### src/rtl/assert_macros.svh
// Assertion helpers, all sampled on clk and disabled while rst_n is low.
`ifndef ASSERT_MACROS_SVH
`define ASSERT_MACROS_SVH
`ifndef SYNTHESIS
`define TLCIL_ASSERT(lbl, prop, msg) \
    lbl: assert property (@(posedge clk) disable iff (!rst_n) prop) else $error(msg);
`define TLCIL_NEVER(lbl, cond, msg) \
    lbl: assert property (@(posedge clk) disable iff (!rst_n) !(cond)) else $error(msg);
`else
`define TLCIL_ASSERT(lbl, prop, msg)
`define TLCIL_NEVER(lbl, cond, msg)
`endif
`endif

### src/rtl/tlcil_pkg.sv
`default_nettype none
package tlcil_pkg;

    // row operations of one cache level
    localparam logic [1:0] OP_NONE  = 2'd0;
    localparam logic [1:0] OP_TOUCH = 2'd1;
    localparam logic [1:0] OP_FILL  = 2'd2;
    localparam logic [1:0] OP_INVAL = 2'd3;

    localparam logic [1:0] MODE_EXCL = 2'd0;
    localparam logic [1:0] MODE_INCL = 2'd1;
    localparam logic [1:0] MODE_NINE = 2'd2;
    // spare encoding, handled as non-inclusive non-exclusive
    localparam logic [1:0] MODE_RSVD = 2'd3;

    localparam logic [1:0] REG_MODE_ADDR = 2'd0;

    typedef struct packed {
        logic       clr;
        logic       load_in;
        logic       rd_l2;
        logic       l2_use_v;
        logic [1:0] l2_op;
        logic       rd_l3;
        logic       l3_use_v;
        logic [1:0] l3_op;
        logic       ld_v2;
        logic       ld_v3;
        logic       ld_flags;
        logic       cnt_l2_hit;
        logic       cnt_l2_miss;
        logic       cnt_l3_hit;
        logic       cnt_l3_miss;
        logic       out_load;
    } cmd_t;

    typedef struct packed {
        logic clr_done;
        logic in_ign;
        logic l2_hit;
        logic l3_hit;
        logic l2_vic;
        logic l3_vic;
    } status_t;

endpackage
`default_nettype wire

### src/rtl/tlcil_ctrl.sv
`default_nettype none
module tlcil_ctrl (
    input  logic               clk,
    input  logic               rst_n,
    input  logic               s_tvalid,
    output logic               s_tready,
    output logic               m_tvalid,
    input  logic               m_tready,
    input  logic [1:0]         mode,
    input  tlcil_pkg::status_t status,
    output tlcil_pkg::cmd_t    cmd
);
    import tlcil_pkg::*;

    localparam logic [3:0] ST_CLR     = 4'd0;
    localparam logic [3:0] ST_IDLE    = 4'd1;
    localparam logic [3:0] ST_RD      = 4'd2;
    localparam logic [3:0] ST_LOOK    = 4'd3;
    localparam logic [3:0] ST_V3RD    = 4'd4;
    localparam logic [3:0] ST_V3FILL  = 4'd5;
    localparam logic [3:0] ST_V2RD    = 4'd6;
    localparam logic [3:0] ST_V2INV   = 4'd7;
    localparam logic [3:0] ST_L2RD    = 4'd8;
    localparam logic [3:0] ST_L2FILL  = 4'd9;
    localparam logic [3:0] ST_DONE    = 4'd10;

    logic [3:0] state_reg, state_next;
    logic       m_tvalid_reg, m_tvalid_next;

    assign s_tready = (state_reg == ST_IDLE);
    assign m_tvalid = m_tvalid_reg;

    always_comb
    begin
        cmd        = '0;
        state_next = state_reg;
        case (state_reg)
            ST_CLR:
            begin
                cmd.clr = 1'b1;
                if (status.clr_done)
                    state_next = ST_IDLE;
            end
            ST_IDLE:
            begin
                if (s_tvalid)
                begin
                    cmd.load_in = 1'b1;
                    state_next  = status.in_ign ? ST_DONE : ST_RD;
                end
            end
            ST_RD:
            begin
                cmd.rd_l2  = 1'b1;
                cmd.rd_l3  = 1'b1;
                state_next = ST_LOOK;
            end
            ST_LOOK:
            begin
                cmd.ld_flags = 1'b1;
                state_next   = ST_DONE;
                if (status.l2_hit)
                begin
                    cmd.l2_op      = OP_TOUCH;
                    cmd.cnt_l2_hit = 1'b1;
                end
                else
                begin
                    cmd.cnt_l2_miss = 1'b1;
                    cmd.cnt_l3_hit  = status.l3_hit;
                    cmd.cnt_l3_miss = !status.l3_hit;
                    if (mode == MODE_EXCL)
                    begin
                        if (status.l3_hit)
                            cmd.l3_op = OP_INVAL;
                        cmd.l2_op = OP_FILL;
                        cmd.ld_v2 = 1'b1;
                        if (status.l2_vic)
                            state_next = ST_V3RD;
                    end
                    else if (mode == MODE_INCL)
                    begin
                        if (status.l3_hit)
                            cmd.l2_op = OP_FILL;
                        else
                        begin
                            cmd.l3_op = OP_FILL;
                            cmd.ld_v3 = 1'b1;
                            // a valid L3 victim must leave L2 before the fill
                            if (status.l3_vic)
                                state_next = ST_V2RD;
                            else
                                cmd.l2_op = OP_FILL;
                        end
                    end
                    else
                    begin
                        if (!status.l3_hit)
                            cmd.l3_op = OP_FILL;
                        cmd.l2_op = OP_FILL;
                        cmd.ld_v2 = 1'b1;
                        if (status.l2_vic)
                            state_next = ST_V3RD;
                    end
                end
            end
            ST_V3RD:
            begin
                cmd.rd_l3    = 1'b1;
                cmd.l3_use_v = 1'b1;
                state_next   = ST_V3FILL;
            end
            ST_V3FILL:
            begin
                cmd.l3_use_v = 1'b1;
                if (mode == MODE_EXCL || !status.l3_hit)
                    cmd.l3_op = OP_FILL;
                state_next = ST_DONE;
            end
            ST_V2RD:
            begin
                cmd.rd_l2    = 1'b1;
                cmd.l2_use_v = 1'b1;
                state_next   = ST_V2INV;
            end
            ST_V2INV:
            begin
                cmd.l2_use_v = 1'b1;
                cmd.l2_op    = OP_INVAL;
                state_next   = ST_L2RD;
            end
            ST_L2RD:
            begin
                cmd.rd_l2  = 1'b1;
                state_next = ST_L2FILL;
            end
            ST_L2FILL:
            begin
                cmd.l2_op  = OP_FILL;
                state_next = ST_DONE;
            end
            ST_DONE:
            begin
                if (!m_tvalid_reg || m_tready)
                begin
                    cmd.out_load = 1'b1;
                    state_next   = ST_IDLE;
                end
            end
            default:
            begin
                state_next = ST_IDLE;
            end
        endcase
    end

    always_comb
    begin
        m_tvalid_next = m_tvalid_reg;
        if (cmd.out_load)
            m_tvalid_next = 1'b1;
        else if (m_tready)
            m_tvalid_next = 1'b0;
    end

    always_ff @(posedge clk or negedge rst_n)
    begin
        if (!rst_n)
        begin
            state_reg    <= ST_CLR;
            m_tvalid_reg <= 1'b0;
        end
        else
        begin
            state_reg    <= state_next;
            m_tvalid_reg <= m_tvalid_next;
        end
    end

endmodule
`default_nettype wire
### config.mk
export PLATFORM = sky130hd
export DESIGN_NAME = tlcil_ctrl
export DESIGN_NICKNAME = d
export VERILOG_FILES = /design/src/rtl/assert_macros.svh /design/src/rtl/tlcil_pkg.sv /design/src/rtl/tlcil_ctrl.sv
export SDC_FILE = /design/constraint.sdc
export NUM_CORES = 1
export LEC_CHECK = 0
export BUFFER_PORTS_ARGS = -buffer_cell sky130_fd_sc_hd__buf_2
export CAP_MARGIN = 20
export CORE_ASPECT_RATIO = 0.9
export CORE_MARGIN = 3
export CORE_UTILIZATION = 35
export DETAILED_ROUTE_END_ITERATION = 8
export MAX_ROUTING_LAYER = met4
export PLACE_DENSITY_LB_ADDON = 0.25
export SYNTH_ARGS = -nofsm -noshare
export SYNTH_HDL_FRONTEND = slang
export SYNTH_SLANG_ARGS = --single-unit
### constraint.sdc
create_clock -name clk -period 3.4 [get_ports clk]
set_clock_uncertainty 0.15 [all_clocks]
set_input_delay 0 -clock clk [delete_from_list [all_inputs] [get_ports clk]]
set_output_delay 0 -clock clk [all_outputs]
set_load 0.03 [all_outputs]
==> metrics.md, run 1 <==
| Metric | Value |
|---|---|
| Die Footprint | `0.002061 mm2` |
| Leakage component of the power | `0.4008 nW` |
| Number of violations of the max-capacitance limit | `0` |
| Placed wire-length estimate after detailed placement | `1031 um` |
| Post-detailed-route DRC marker count | `0` |
| Run status | `finished clean` |
| Vias | `652` |
| Pwr Density | `856.5 mW/mm2` |
| Port Buffers | `31` |
| Clock insertion delay at the later pin of the skew report | `240 ps` |
| Fmax | `455.1 MHz` |
| Clock slew seen by the registers of the worst setup and hold paths | `50 ps` |
| Synth area leaders | `sky130_fd_sc_hd__dfrtp_1, sky130_fd_sc_hd__and2_1, sky130_fd_sc_hd__nor3_1` |
| Initial Utilization | `40.64%` |
| Count of final max-slew check failures | `0` |
| EDFF count, synth | `0` |
| Endpoints failing setup | `0` |
| Layout cell share with drive strength beyond 1 | `34.26%` |
| Vertical die dimension | `43.37 um` |
| Area leader, netlist | `sky130_fd_sc_hd__dfrtp_1` |
| Warnings, synthesis | `0` |
| Number of I/O pins | `32` |
| Gr usage total | `15.84%` |
| Initial antenna violation count | `0` |
| Crit path capture type | `flip-flop` |
| Largest stage delay on the critical path | `590 ps` |
| Final net count | `123` |
| Clock net sink count | `5` |
| Total power consumption of the routed design | `0.6516 mW` |
| Cell at the root of the clock tree | `sky130_fd_sc_hd__clkbuf_4` |
| Maximum number of pins on one net before global-route repair | `18` |
| Average wire length per cell after detail routing | `11.90 um` |
| Final critical path time including I/O delays and setup | `2197 ps` |
| Type of element launching the critical path | `flip-flop` |
| Sequential share of the synthesized area | `23.04%` |
| CTS tree | `done` |
| Number of global-route vias before repair | `580` |
| Top-area cell type share of the netlist area | `23.04%` |
| Unrepaired setup endpoints after global routing | `no` |
| Count of cell types in the netlist | `31` |
| Wire length of the first global-routing pass | `2387 um` |
| Cell Rows | `12` |
| Number of setup buffers added after CTS | `0` |
| Critical path's slowest cell | `sky130_fd_sc_hd__or4_1` |
| Final hold vios | `0` |
| Die outline width | `47.52 um` |
| Remaining max-slew budget at the tightest pin | `68.20%` |
| Required time at the worst-slack endpoint | `3430 ps` |
| Detailed-route wire length | `1452 um` |
| Largest fanout on the critical path | `17` |
| Top cell types by occurrence after synthesis | `sky130_fd_sc_hd__nand2_1, sky130_fd_sc_hd__nor2_1, sky130_fd_sc_hd__nor3_1` |
| Syn-to-layout area delta | `40.09%` |
| Inserted Diodes | `0` |
| Remaining global-route overflow | `0` |
| Post-route standard cell area excluding fillers | `760.7 um2` |
| Largest register FFs | `4` |
| Count of routing violations after the opening detailed-route iteration | `8` |
| Number of clock buffers inserted by TritonCTS | `3` |
| Post-route setup TNS | `0 ps` |
| Filler Cell Count | `135` |
| FF+latch area | `125.1 um2` |
| Final critical-path share of the clock period | `64.63%` |
| Most common flop cell mapped by yosys | `sky130_fd_sc_hd__dfrtp_1` |
| Seq cells post-synth | `5` |
| Average via count per standard cell | `5.344` |
| Share of async-settable or async-resettable flops after synthesis | `100.0%` |
| Maximum root-to-sink buffer count | `2` |
| Series of cell instances along the critical path | `or4_1 > a311oi_1 > dlygate4sd3_1` |
| First-pass DRT Iterations | `4` |
| Tightest Pin Transition | `477.1 ps` |
| Net Count, Synth | `87` |
| Average cell area after synthesis | `7.439 um2` |
| Cell area after synthesis | `543.0 um2` |
| Footprint of the multi-input gates | `365.4 um2` |
| Gpl congestion | `0.7951` |
| Gate count after technology mapping | `73` |
| Count of H-tree levels built during CTS | `1` |
| Maximum vdd drop | `0.3626 mV` |
| Number of nets with antenna violations after detailed routing | `0` |
| Arrival time at the worst endpoint | `2230 ps` |
| Std-Cell Core Area | `0.001336 mm2` |
| Placed cell areas | `674.4 um2` |
| Setup CP Type | `reg2reg` |
| Hold slack final | `30.96 ps` |
| Hold WC Path Type | `in2reg` |
## cells by family (layout without fill, tap and decap cells)
logic type / after synthesis / after routing / share of synthesized area (%)
simple gates: 38 / 38 / 38.94
compound gates: 17 / 17 / 20.51
buf+inv: 9 / 44 / 9.676
flops: 5 / 5 / 23.04
fa+ha+maj: 2 / 2 / 4.608
xor+xnor: 2 / 2 / 3.226
## per-stage QoR
| stage | worst slack (ps) | utilization, % | instances |
|---|---|---|---|
| after floorplan | 1036 | - | 73 |
| after global placement | 1740 | 50.47 | 112 |
| after detailed placement | 1682 | 50.47 | 112 |
| after CTS | 1211 | 56.93 | 122 |
| after global routing | 1089 | 56.93 | 122 |
| final | 1203 | 56.93 | 122 |
## area by class of cell
type | instances | area share [%]
clock buffers | 4 | 3.454
inverters | 3 | 1.480
multi-input cells | 59 | 48.03
flip-flops and latches | 5 | 16.45
well taps | 14 | 2.303
repair buffers | 37 | 28.29
## cell usage in the layout (no fill, tap or decap), types with 2 or more instances in the layout
master | synthesis | final
sky130_fd_sc_hd__and2_1 | 5 | 5
sky130_fd_sc_hd__nor2_1 | 6 | 6
sky130_fd_sc_hd__ha_1 | 2 | 2
sky130_fd_sc_hd__xnor2_1 | 2 | 2
sky130_fd_sc_hd__a21oi_1 | 5 | 5
sky130_fd_sc_hd__nor3_1 | 6 | 6
sky130_fd_sc_hd__inv_2 | 2 | 2
sky130_fd_sc_hd__o21ai_0 | 2 | 2
sky130_fd_sc_hd__nor2b_1 | 3 | 3
sky130_fd_sc_hd__clkbuf_4 | 0 | 3
sky130_fd_sc_hd__dfrtp_1 | 5 | 5
sky130_fd_sc_hd__o22ai_1 | 3 | 3
sky130_fd_sc_hd__a311oi_1 | 2 | 2
sky130_fd_sc_hd__buf_2 | 3 | 31
sky130_fd_sc_hd__nand2_1 | 6 | 6
sky130_fd_sc_hd__nand2b_1 | 4 | 4
sky130_fd_sc_hd__dlygate4sd3_1 | 0 | 6
## critical path, delay by kind of cell (launching register included)
family,cells,cell delay [ps]
compound gates,1,270
buf+inv,1,580
flops,1,540
simple gates,1,590
## routing by layer
layer | up-vias | share of wire, % | global-route usage (%)
met5 | - | 0 | -
met4 | 0 | 0.41 | 4.972
met3 | 2 | 6.0 | 1.245
met2 | 27 | 47 | 24.06
met1 | 292 | 46 | 21.91
li1 | 331 | - | -
## final timing paths
| kind | slack (ps) | end | depth (start not counted) | startpoint |
|---|---|---|---|---|
| setup / recovery | 1200 | state_reg[0] | 3 | state_reg[2] |
| hold reg to reg | 400 | m_tvalid | 2 | m_tvalid |
| setup reg to reg | 1200 | state_reg[0] | 3 | state_reg[2] |
| max in group asynchronous | 2390 | state_reg[3] | 3 | rst_n |
| min in group asynchronous | 520 | state_reg[0] | 3 | rst_n |
| hold / removal | 30 | state_reg[3] | 3 | status[3] |
## report_power, final
part           internal [mW]  switching, mW
Sequential            0.0828         0.0771
Clock                 0.0444         0.0252
Combinational          0.163          0.259
Total                  0.291          0.361
## timing repair
item                      CTS  global route
hold buffers                6             0
hold endpoints to repair    9             0
resized for setup           0             0
Note: power is estimated with default switching activity, not from simulation.
==> inputs of run 2 (changes only) <==
--- a/config.mk
+++ b/config.mk
@@ -5,6 +5,7 @@
 export SDC_FILE = /design/constraint.sdc
 export NUM_CORES = 1
 export LEC_CHECK = 0
+export ABC_AREA = 1
 export BUFFER_PORTS_ARGS = -buffer_cell sky130_fd_sc_hd__buf_2
 export CAP_MARGIN = 20
 export CORE_ASPECT_RATIO = 0.9
==> constraint.sdc (replaced) <==
create_clock -name clk -period 2.1 [get_ports clk]
set_clock_uncertainty 0.15 [all_clocks]
set_input_delay 0 -clock clk [delete_from_list [all_inputs] [get_ports clk]]
set_output_delay 0 -clock clk [all_outputs]
set_load 0.03 [all_outputs]
==> run 2 against run 1 <==
Compared with the run above:
- non-clock buffer count is 2 lower
- first-iteration DRC count up 88%
- area after synthesis is 16% higher
- cell area rose by 13%
- sequential share of layout area is 1.9 points lower
- core utilization fell by 1.7 points
- via count up 11%
- synthesized cell count is 44% higher
- total power grew 78%
- worst hold slack got worse by 19 ps
- count of clock-buffer cells in the layout did not move
- critical path type is now reg2out
- largest power group unchanged
- highest routed layer is now met3
==> metrics.md, run 2 <==
| Metric | Value |
|---|---|
| Internal reg-to-reg setup slack | `650 ps (-550 ps)` |
| Arrival time at the worst endpoint | `1560 ps (-670 ps)` |
| Average via count per standard cell | `4.409 (-18%)` |
| Post-route non-filler standard cell count | `164 (+34%)` |
| Synth area leaders | `sky130_fd_sc_hd__dfrtp_1, sky130_fd_sc_hd__nand2_1, sky130_fd_sc_hd__nor2_1` |
| Vias | `723 (+11%)` |
| Top-area cell type share of the netlist area | `19.92% (-3.1 points)` |
| Clock net sink count | `5 (unchanged)` |
| CTS tree | `done` |
| Top library cells by usage in the layout, fill and taps aside | `sky130_fd_sc_hd__buf_2, sky130_fd_sc_hd__nand2_1, sky130_fd_sc_hd__nor2_1` |
| EDFF count, synth | `0 (unchanged)` |
| Clock insertion delay at the later pin of the skew report | `240 ps (about the same)` |
| Post-Route Utilization | `55.21% (-1.7 points)` |
| Worst Min Path Start | `status[5]` |
| Std-Cell Core Area | `0.001562 mm2 (+17%)` |
| Crit path from | `state_reg[1]` |
| Final critical-path share of the clock period | `81.58%` |
| Final critical path time including I/O delays and setup | `1713 ps` |
| Warnings, synthesis | `0 (unchanged)` |
| Largest fanout on the critical path | `8 (-9)` |
| PostCTS Resize Cnt | `0 (unchanged)` |
| Number of global-route vias before repair | `640 (+10%)` |
| Maximum vdd drop | `0.8704 mV (+140%)` |
| Inst Count DP | `156 (+39%)` |
| Critical path's slowest cell | `sky130_fd_sc_hd__dfrtp_1` |
| Share of async-settable or async-resettable flops after synthesis | `100.0% (unchanged)` |
| Detailed-route wire length | `1600 um (+10%)` |
| Net Count, Synth | `119 (+37%)` |
| Leakage component of the power | `0.5547 nW (+38%)` |
| Count of H-tree levels built during CTS | `1 (unchanged)` |
| Clock slew seen by the registers of the worst setup and hold paths | `50 ps (about the same)` |
| Initial antenna violation count | `0 (unchanged)` |
| Die Footprint | `0.002340 mm2 (+14%)` |
| Count of routing violations after the opening detailed-route iteration | `15 (+7)` |
| First-pass DRT Iterations | `4 (unchanged)` |
| Crit path capture type | `output pin` |
| Remaining max-slew budget at the tightest pin | `81.37% (+13 points)` |
| Gate count after technology mapping | `105 (+44%)` |
| Worst slack, placed | `644.3 ps (-1037 ps)` |
| Type of element launching the critical path | `flip-flop` |
| Placed cell areas | `795.8 um2 (+18%)` |
| Cell area after synthesis | `628.1 um2 (+16%)` |
| Met3 wire length | `64 um (-26%)` |
| Largest register FFs | `4 (unchanged)` |
| Post-route standard cell area excluding fillers | `862.1 um2 (+13%)` |
| Post-detailed-route DRC marker count | `0 (unchanged)` |
| Layout cell share with drive strength beyond 1 | `38.73% (+4.5 points)` |
| Final hold vios | `0 (unchanged)` |
| Top cell types by occurrence after synthesis | `sky130_fd_sc_hd__nand2_1, sky130_fd_sc_hd__nor2_1, sky130_fd_sc_hd__inv_1, sky130_fd_sc_hd__inv_2` |
| Number of nets with antenna violations after detailed routing | `0 (unchanged)` |
| Maximum root-to-sink buffer count | `2 (unchanged)` |
| Top-count cell post-synth | `sky130_fd_sc_hd__nand2_1` |
| Worst r2r dst | `state_reg[0]` |
| Gr usage total | `16.12% (+0.28 points)` |
| Count of final max-slew check failures | `0 (unchanged)` |
| Required time at the worst-slack endpoint | `1950 ps (-1480 ps)` |
| Most common flop cell mapped by yosys | `sky130_fd_sc_hd__dfrtp_1` |
| Placed wire-length estimate after detailed placement | `1339 um (+30%)` |
| Cell at the root of the clock tree | `sky130_fd_sc_hd__clkbuf_4` |
| Hold WC Path Type | `in2reg` |
| Most frequent standard cell in the layout excluding fill and tap cells | `sky130_fd_sc_hd__buf_2` |
| Average cell area after synthesis | `5.982 um2 (-20%)` |
| Total power consumption of the routed design | `1.162 mW (+78%)` |
| Cell Rows | `13 (+1)` |
| Count of cell types in the netlist | `23 (-26%)` |
| Final setup margin | `386.9 ps (-815.7 ps)` |
| Endpoints failing setup | `0 (unchanged)` |
| R2R Path Start | `state_reg[0]` |
| Run status | `finished clean` |
| Worst Path Buf+Inv | `1 (unchanged)` |
| Number of I/O pins | `32 (unchanged)` |
| FF-to-FF path depth | `8 (+5)` |
| Wire length of the first global-routing pass | `2746 um (+15%)` |
| Gpl congestion | `0.9075 (+14%)` |
| Maximum number of pins on one net before global-route repair | `9 (-9)` |
| Port Buffers | `31 (unchanged)` |
| Highest signal layer in the routed design | `met3` |
| Fmax | `583.7 MHz` |
| Series of cell instances along the critical path | `nand2_1 > nor2_8 > nand2_4 > o211ai_2 > buf_2` |
| Final net count | `157 (+28%)` |
| Hold slack final | `11.54 ps (-19.42 ps)` |
| Unrepaired setup endpoints after global routing | `no` |
| Average wire length per cell after detail routing | `9.756 um (-18%)` |
| Area leader, netlist | `sky130_fd_sc_hd__dfrtp_1` |
| Top Family by Delay on Critical Path | `flip-flops` |
| Largest stage delay on the critical path | `490 ps (-100 ps)` |
| Inserted Diodes | `0 (unchanged)` |
| Remaining global-route overflow | `0 (unchanged)` |
| Number of violations of the max-capacitance limit | `0 (unchanged)` |
| Detailed-routed wire length on met2 | `723 um (+5.9%)` |
| Min-Delay Path Depth | `5 (+2)` |
| Syn-to-layout area delta | `37.25%` |
| Endpoint of the worst hold-timing path | `state_reg[1]` |
| Pwr Density | `1348 mW/mm2 (+57%)` |
| Post-route setup TNS | `0 ps (unchanged)` |
| Initial Utilization | `40.22% (-0.41 points)` |
| Vertical die dimension | `46.19 um (+6.5%)` |
| Seq cells post-synth | `5 (unchanged)` |
| Die outline width | `50.66 um (+6.6%)` |
| Setup CP Type | `reg2out` |
| Tightest Pin Transition | `279.4 ps (-197.7 ps)` |
| Routed metal-1 wirelength | `812 um (+20%)` |
| Number of clock buffers inserted by TritonCTS | `3 (unchanged)` |
| Sequential share of the synthesized area | `19.92% (-3.1 points)` |
## run 2: changes by cell type in the layout (fill, tap and decap cells not counted), sizes merged, moves of 3 or more
cell / delta
nand3: +6
nand2: +24
inv: +17
and2: -5
o21ai: +5
nor2b: -3
a21oi: -5
nand2b: -4
nor2: +21
nor3: -4
## run 2: layout make-up
| type | instances | area, um2 |
|---|---|---|
| Clock buffer | 4 | 26.28 |
| Fill cell | 171 | 699.4 |
| Timing Repair Buffer | 35 | 195.2 |
| Inverter | 20 | 75.07 |
| Multi-Input combinational cell | 78 | 412.9 |
| Sequential cell | 5 | 125.1 |
| Tap cell | 22 | 27.53 |
## run 2: worst register-to-register path, cell delays in order (launching register included)
cell and delay, ps:
sky130_fd_sc_hd__dfrtp_1 430, sky130_fd_sc_hd__inv_2 130, sky130_fd_sc_hd__nand2_1 110, sky130_fd_sc_hd__nor2_2 160
sky130_fd_sc_hd__nand2_2 90, sky130_fd_sc_hd__o21ai_1 100, sky130_fd_sc_hd__nor2_2 60, sky130_fd_sc_hd__nand2_1 60
sky130_fd_sc_hd__nand2_1 50
## run 2: cell families after synthesis
group                    count (synthesis)  synth area share, %
AO/OA/AOI/OAI                            9                9.163
buffers and inverters                   22                14.34
adder cells (fa/ha/maj)                  2                3.983
AND/OR/NAND/NOR                         67                52.59
flip-flops                               5                19.92
## run 2: what timing repair did
item                                   in CTS  in global routing
hold buffers                                4                  0
endpoints found under the hold margin       9                  0
setup buffers                               0                  0
## run 2: metal layers
metal / vias up / global-route usage (%)
li1: 393 / -
met3: 0 / 1.942
met5: - / -
met1: 313 / 20.89
met4: 0 / 6.452
met2: 17 / 25.78
## run 2: how the worst max path moves through the flow
stage              end  slack, ps  depth (start not counted)
4_1_cts        cmd[13]        380                          5
3_5_place_dp    cmd[9]        640                          7
2_1_floorplan  cmd[12]        540                          5
5_1_grt         cmd[9]        240                          7
6_report       cmd[13]        390                          5
3_3_place_gp    cmd[9]        670                          8
## run 2: power breakdown
group          switching (mW)  internal (mW)  leakage, nW  total (mW)
logic                   0.599          0.253        0.475       0.852
clock network          0.0391         0.0718       0.0150       0.111
registers              0.0620          0.138       0.0642       0.200
total                   0.700          0.463        0.555        1.16
